===== config.mk =====
export PLATFORM = sky130hd
export DESIGN_NAME = kpet_ctrl
export DESIGN_NICKNAME = d
export VERILOG_FILES = /design/src/rtl/core/kpet_pkg.sv /design/src/rtl/core/kpet_ctrl.sv
export SDC_FILE = /design/constraint.sdc
export NUM_CORES = 1
export LEC_CHECK = 0
export ABC_AREA = 1
export BUFFER_PORTS_ARGS = -buffer_cell sky130_fd_sc_hd__clkbuf_2
export CAP_MARGIN = 20
export CORE_AREA = 3 3 40 42
export CTS_CLUSTER_DIAMETER = 40
export CTS_CLUSTER_SIZE = 40
export DETAILED_ROUTE_END_ITERATION = 10
export DIE_AREA = 0 0 43 45
export PLACE_DENSITY_LB_ADDON = 0.05
export SKIP_LAST_GASP = 1
export SYNTH_ARGS = -nofsm -noshare
export SYNTH_HDL_FRONTEND = slang
export SYNTH_SLANG_ARGS = --single-unit

===== constraint.sdc =====
create_clock -name clock -period 1 [get_ports clock]
set_clock_uncertainty 0.1 [all_clocks]
set_input_delay 0.1 -clock clock [delete_from_list [all_inputs] [get_ports clock]]
set_output_delay 0.1 -clock clock [all_outputs]
set_load 0.005 [all_outputs]

===== src/rtl/core/kpet_pkg.sv =====
// Shared types and constants of the key press edge tracker.
// Used by the controller, the datapath, the top level and the checker.
`timescale 1ns / 1ps
`default_nettype none
package kpet_pkg;

   localparam int KEY_COUNT_DEF = 256;
   localparam int KEY_W         = 8;

   typedef logic [1:0] op_type;
   typedef logic [1:0] key_status_type;

   localparam op_type OP_KEY_DOWN   = 2'd0;
   localparam op_type OP_KEY_UP     = 2'd1;
   localparam op_type OP_FOCUS_LOST = 2'd2;
   localparam op_type OP_FRAME_TICK = 2'd3;

   localparam key_status_type ST_UP       = 2'd0;
   localparam key_status_type ST_DOWN     = 2'd1;
   localparam key_status_type ST_PRESSED  = 2'd2;
   localparam key_status_type ST_RELEASED = 2'd3;

   // Commands from the controller to the datapath.
   typedef struct packed {
      logic load;      // latch a new word, clear the sweep index
      logic sel_idx;   // status store addressed by the sweep index
      logic st_wr;     // write back the updated status of the addressed key
      logic append;    // link the latched key at the tail of the held list
      logic rem_wr;    // unlink the key whose neighbors were just read
      logic idx_inc;   // step the sweep index
   } cmd_type;

   // Status from the datapath to the controller.
   typedef struct packed {
      op_type op;
      logic   key_ok;      // latched key is below KEY_COUNT
      logic   in_list;     // addressed key is down or pressed
      logic   is_down;     // addressed key is down
      logic   sweep_last;  // sweep index is at the last key
   } sts_type;

endpackage
`default_nettype wire


===== src/rtl/core/kpet_ctrl.sv =====
// Controller of the key press edge tracker: sequences key updates,
// list unlinking and the sweeps over all keys.
// Depends on kpet_pkg.
`timescale 1ns / 1ps
`default_nettype none
module kpet_ctrl (
   input  wire logic              clock,
   input  wire logic              reset,
   input  wire logic              start,
   input  wire kpet_pkg::op_type  req_operation,
   output logic                   busy,
   output logic                   rsp_strobe,
   output kpet_pkg::cmd_type      cmd,
   input  wire kpet_pkg::sts_type sts
);
   import kpet_pkg::*;

   localparam logic [3:0] S_IDLE    = 4'd0;
   localparam logic [3:0] S_KEY_RD  = 4'd1;
   localparam logic [3:0] S_KEY_CHK = 4'd2;
   localparam logic [3:0] S_SW_RD   = 4'd3;
   localparam logic [3:0] S_SW_CHK  = 4'd4;
   localparam logic [3:0] S_REM_RD  = 4'd5;
   localparam logic [3:0] S_REM_WR  = 4'd6;
   localparam logic [3:0] S_FIN_RD  = 4'd7;
   localparam logic [3:0] S_FIN     = 4'd8;

   logic [3:0] state_ff, state_in;
   logic       accept;
   logic [3:0] sweep_next;

   // The result cycle also takes the next word.
   assign busy       = !((state_ff == S_IDLE) || (state_ff == S_FIN));
   assign rsp_strobe = (state_ff == S_FIN);
   assign accept     = start && !busy;
   assign sweep_next = sts.sweep_last ? S_FIN_RD : S_SW_RD;

   always_comb begin
      state_in = state_ff;
      cmd      = '0;
      case (state_ff)
         S_IDLE, S_FIN: begin
            if (accept) begin
               cmd.load = 1'b1;
               if (req_operation inside {OP_KEY_DOWN, OP_KEY_UP}) begin
                  state_in = S_KEY_RD;
               end else begin
                  state_in = S_SW_RD;
               end
            end else begin
               state_in = S_IDLE;
            end
         end
         S_KEY_RD: state_in = S_KEY_CHK;
         S_KEY_CHK: begin
            state_in = S_FIN_RD;
            if (sts.key_ok) begin
               if (sts.op == OP_KEY_DOWN) begin
                  if (!sts.in_list) begin
                     cmd.st_wr  = 1'b1;
                     cmd.append = 1'b1;
                  end
               end else begin
                  cmd.st_wr = 1'b1;
                  if (sts.in_list) begin
                     state_in = S_REM_RD;
                  end
               end
            end
         end
         S_SW_RD: begin
            cmd.sel_idx = 1'b1;
            state_in    = S_SW_CHK;
         end
         S_SW_CHK: begin
            cmd.sel_idx = 1'b1;
            if (sts.op == OP_FRAME_TICK) begin
               cmd.st_wr   = 1'b1;
               cmd.idx_inc = 1'b1;
               state_in    = sweep_next;
            end else if (sts.is_down) begin
               // A down key is always on the held list.
               cmd.st_wr = 1'b1;
               state_in  = S_REM_RD;
            end else begin
               cmd.idx_inc = 1'b1;
               state_in    = sweep_next;
            end
         end
         S_REM_RD: state_in = S_REM_WR;
         S_REM_WR: begin
            cmd.rem_wr = 1'b1;
            if (sts.op == OP_KEY_UP) begin
               state_in = S_FIN_RD;
            end else begin
               cmd.idx_inc = 1'b1;
               state_in    = sweep_next;
            end
         end
         S_FIN_RD: state_in = S_FIN;
         default: state_in = S_IDLE;
      endcase
   end

   always_ff @(posedge clock) begin
      if (reset) begin
         state_ff <= S_IDLE;
      end else begin
         state_ff <= state_in;
      end
   end

endmodule
`default_nettype wire


==> summary.txt <==
Run status
  – Outcome: finished, violations left
  – Failing checks: setup timing

GRT
  – Antenna violations before repair: 0
  – GRT Residual Overflow: 0
  – Vias in the first global route: 435
  – Pin count of the biggest net entering global routing: 4
  – First-pass GRT wire length: 1842 µm
  – Global-route total usage across every layer: 0.1305

STA
  – Worst slew margin: 0.8484
  – Slew @ Worst Pin: 0.2257 ns
  – Min Tclk post-route: 1.351 ns
  – Achievable Freq: 740.5 MHz
  – Fin. Hold Viols: 0
  – Final WS setup: -0.3505 ns
  – Hold slack final: 0.1442 ns
  – RSZ-0062 raised after global routing: yes
  – Max-slew violations: 0
  – Setup Viol. Count Final: 12
  – Period utilization: 1.351

Logic synthesis
  – Part of the Yosys area used for sequential elements: 0.2184
  – Yosys reg bits: 4
  – Syn_nets: 77
  – Synthesized instance count: 66
  – Cell variety after synth: 18
  – Avg Inst Size Synth: 5.555 µm²
  – Yosys warnings: 0
  – Mapped cell area: 366.6 µm²

Cells and area
  – Multi-input logic area: 297.8 µm²
  – Max reg flops: 4
  – Nets: 118
  – Largest regs: state_ff (4)
  – FILL cells: 140
  – Reg area: 92.59 µm²
  – Biggest register: state_ff
  – Area delta synth->final: 103.1%
  – Layout cell share with drive strength beyond 1: 0.6286
  – Number of diodes: 0
  – Design area: 744.5 µm²

Setup path
  – CP Cell Sequence: nor2_4, inv_2, nor2_4, o21ai_1, o21ai_1, buf_2
  – Class of the most critical setup path: reg2out
  – CP startpoint: state_ff[1]
  – Worst reg-to-reg path cell count: 7
  – CP max stage delay: 0.35 ns
  – CP Launch Type: flop
  – Critical path arrival: 1.15 ns
  – WP data required: 0.80 ns
  – CP max FO: 3
  – Critical R2R Capture: state_ff[0]
  – CP max-delay cell: dfxtp_4
  – Reg2reg start: state_ff[3]
  – Worst R2R Setup Slack: -0.20 ns
  – Crit end category: output pin

Power
  – Max VDD drop: 1332 µV
  – Static leakage: 0.4156 nW
  – Power Dens Cells: 2610 mW/mm²
  – Pwr Total: 0.001943 W

CTS
  – H-tree depth: 1
  – CTS tree: yes
  – Max Root-Sink Buffers: 2
  – CTS Buf Count: 3
  – Clock Sinks: 4
  – CTS Root Cell: clkbuf_4
  – Clk slew on worst S/H paths: 0.04 ns
  – Clock Latency Late Sink: 0.23 ns

Hold path
  – Hold path cells: 5
  – Worst Hold Path EP: state_ff[2]
  – Hold wc startpoint: sts[0]
  – HP Class: in2reg

Placed design
  – Pre-CTS WS: -0.2282 ns
  – Port buffer count: 17
  – Post-DP HPWL: 832.1 µm
  – GP Congestion: 0.8768
  – Post-DP Area: 544.3 µm²

Job
  – Number of max-cap violations: 0

Detailed routing
  – Vias/cell: 4.433
  – Total Wirelength: 1314 µm
  – DRT iter0 DRCs: 10
  – Iteration count of the initial detailed-routing pass: 4
  – WL/cell: 10.95 µm
  – ANT nets after route: 0
  – DRC viols: 0
  – Vias: 532

Die
  – Die ar.: 0.001935 mm²
  – Starting density of the core: 0.2853
  – IO Pins: 19
  – Die height: 45 µm
  – CORE AREA: 0.001285 mm²
  – Num rows: 13
  – Die Width: 43 µm
## layout make-up
| class | instances | area share |
|---|---|---|
| Timing Repair Buffer | 36 | 0.3193 |
| Sequential cell | 4 | 0.1244 |
| Multi-Input combinational cell | 44 | 0.4000 |
| Clock buffer | 3 | 0.03025 |
| Inverter | 18 | 0.1008 |
| Tap cell | 15 | 0.02521 |
## Yosys cell counts, drive strengths merged
library cell  count  area (µm²)
dfxtp             4       80.08
nand2            16       72.57
a31o              1       8.760
nand4             1       6.260
inv              18       67.56
o22ai             1       6.260
nor2             13       63.81
nor3              1       5.000
a21oi             1       5.000
nor4              1       6.260
nand3             4       20.02
o21ai             5       25.02
## layout by cell type, fill, tap and decap left out
master and n:
nand2_1 12, clkbuf_4 3, inv_1 12, nor2_4 5
nor2_2 2, buf_4 16, inv_2 3, a31o_2 1
dfxtp_2 1, nand3_2 1, a21oi_1 1, o21ai_1 3
buf_6 2, nand2_4 3, nand2_2 1, dfxtp_4 3
nand3_1 3, nor3_2 1, buf_2 3, o22ai_2 1
nor2_1 6, nor4_4 1, clkbuf_2 14, inv_4 3
nand4_1 1, dlygate4sd3_1 1, o21ai_2 2
## how the worst max path moves through the flow
stage | depth (start not counted) | endpoint | slack (ns)
6_report | 6 | cmd[3] | -0.35
5_1_grt | 6 | cmd[3] | -0.40
4_1_cts | 6 | cmd[3] | -0.38
3_5_place_dp | 6 | cmd[3] | -0.23
3_3_place_gp | 6 | cmd[3] | -0.25
2_1_floorplan | 7 | state_ff[0] | -0.003
## repair_timing
item	CTS	global route
pin swaps	11	6
gates resized for setup	14	16
endpoints found under the setup margin	12	12
endpoints found under the hold margin	2	0
hold buffers	1	0
buffers inserted	6	3
## where the power goes
part	switching (W)	internal, W
logic	0.000701	0.000710
registers	0.0000938	0.000245
clock network	0.0000599	0.000134
## critical path: cells and delay by family, from the launching register on
kind / cells / cell delay, ns
flip-flops: 1 / 0.35
AND/OR/NAND/NOR: 2 / 0.22
buffers and inverters: 2 / 0.18
AO/OA/AOI/OAI: 2 / 0.15
## kinds of logic after synthesis
kind of cell           after synthesis  synth area share
and+or+nand+nor                     36            0.4744
AOI/OAI and AO/OA                    8            0.1229
DFF                                  4            0.2184
buffers and inverters               18            0.1843
## layer usage
| layer | vias up | share of wire | global-route usage |
|---|---|---|---|
| met5 | - | 0 | 0 |
| met4 | 0 | 0 | 0.03614 |
| met3 | 0 | 0.050 | 0.05976 |
| met2 | 14 | 0.52 | 0.2036 |
| met1 | 238 | 0.43 | 0.1631 |
| li1 | 280 | - | - |
## through the flow
stage	setup TNS, ns	instances	utilization
2_1_floorplan	-0.002876	66	-
3_3_place_gp	-1.440	107	0.4236
3_5_place_dp	-1.287	107	0.4236
4_1_cts	-3.046	117	0.5248
5_1_grt	-3.833	120	0.5794
6_report	-3.163	120	0.5794
Note: power is estimated with default switching activity, not from simulation.
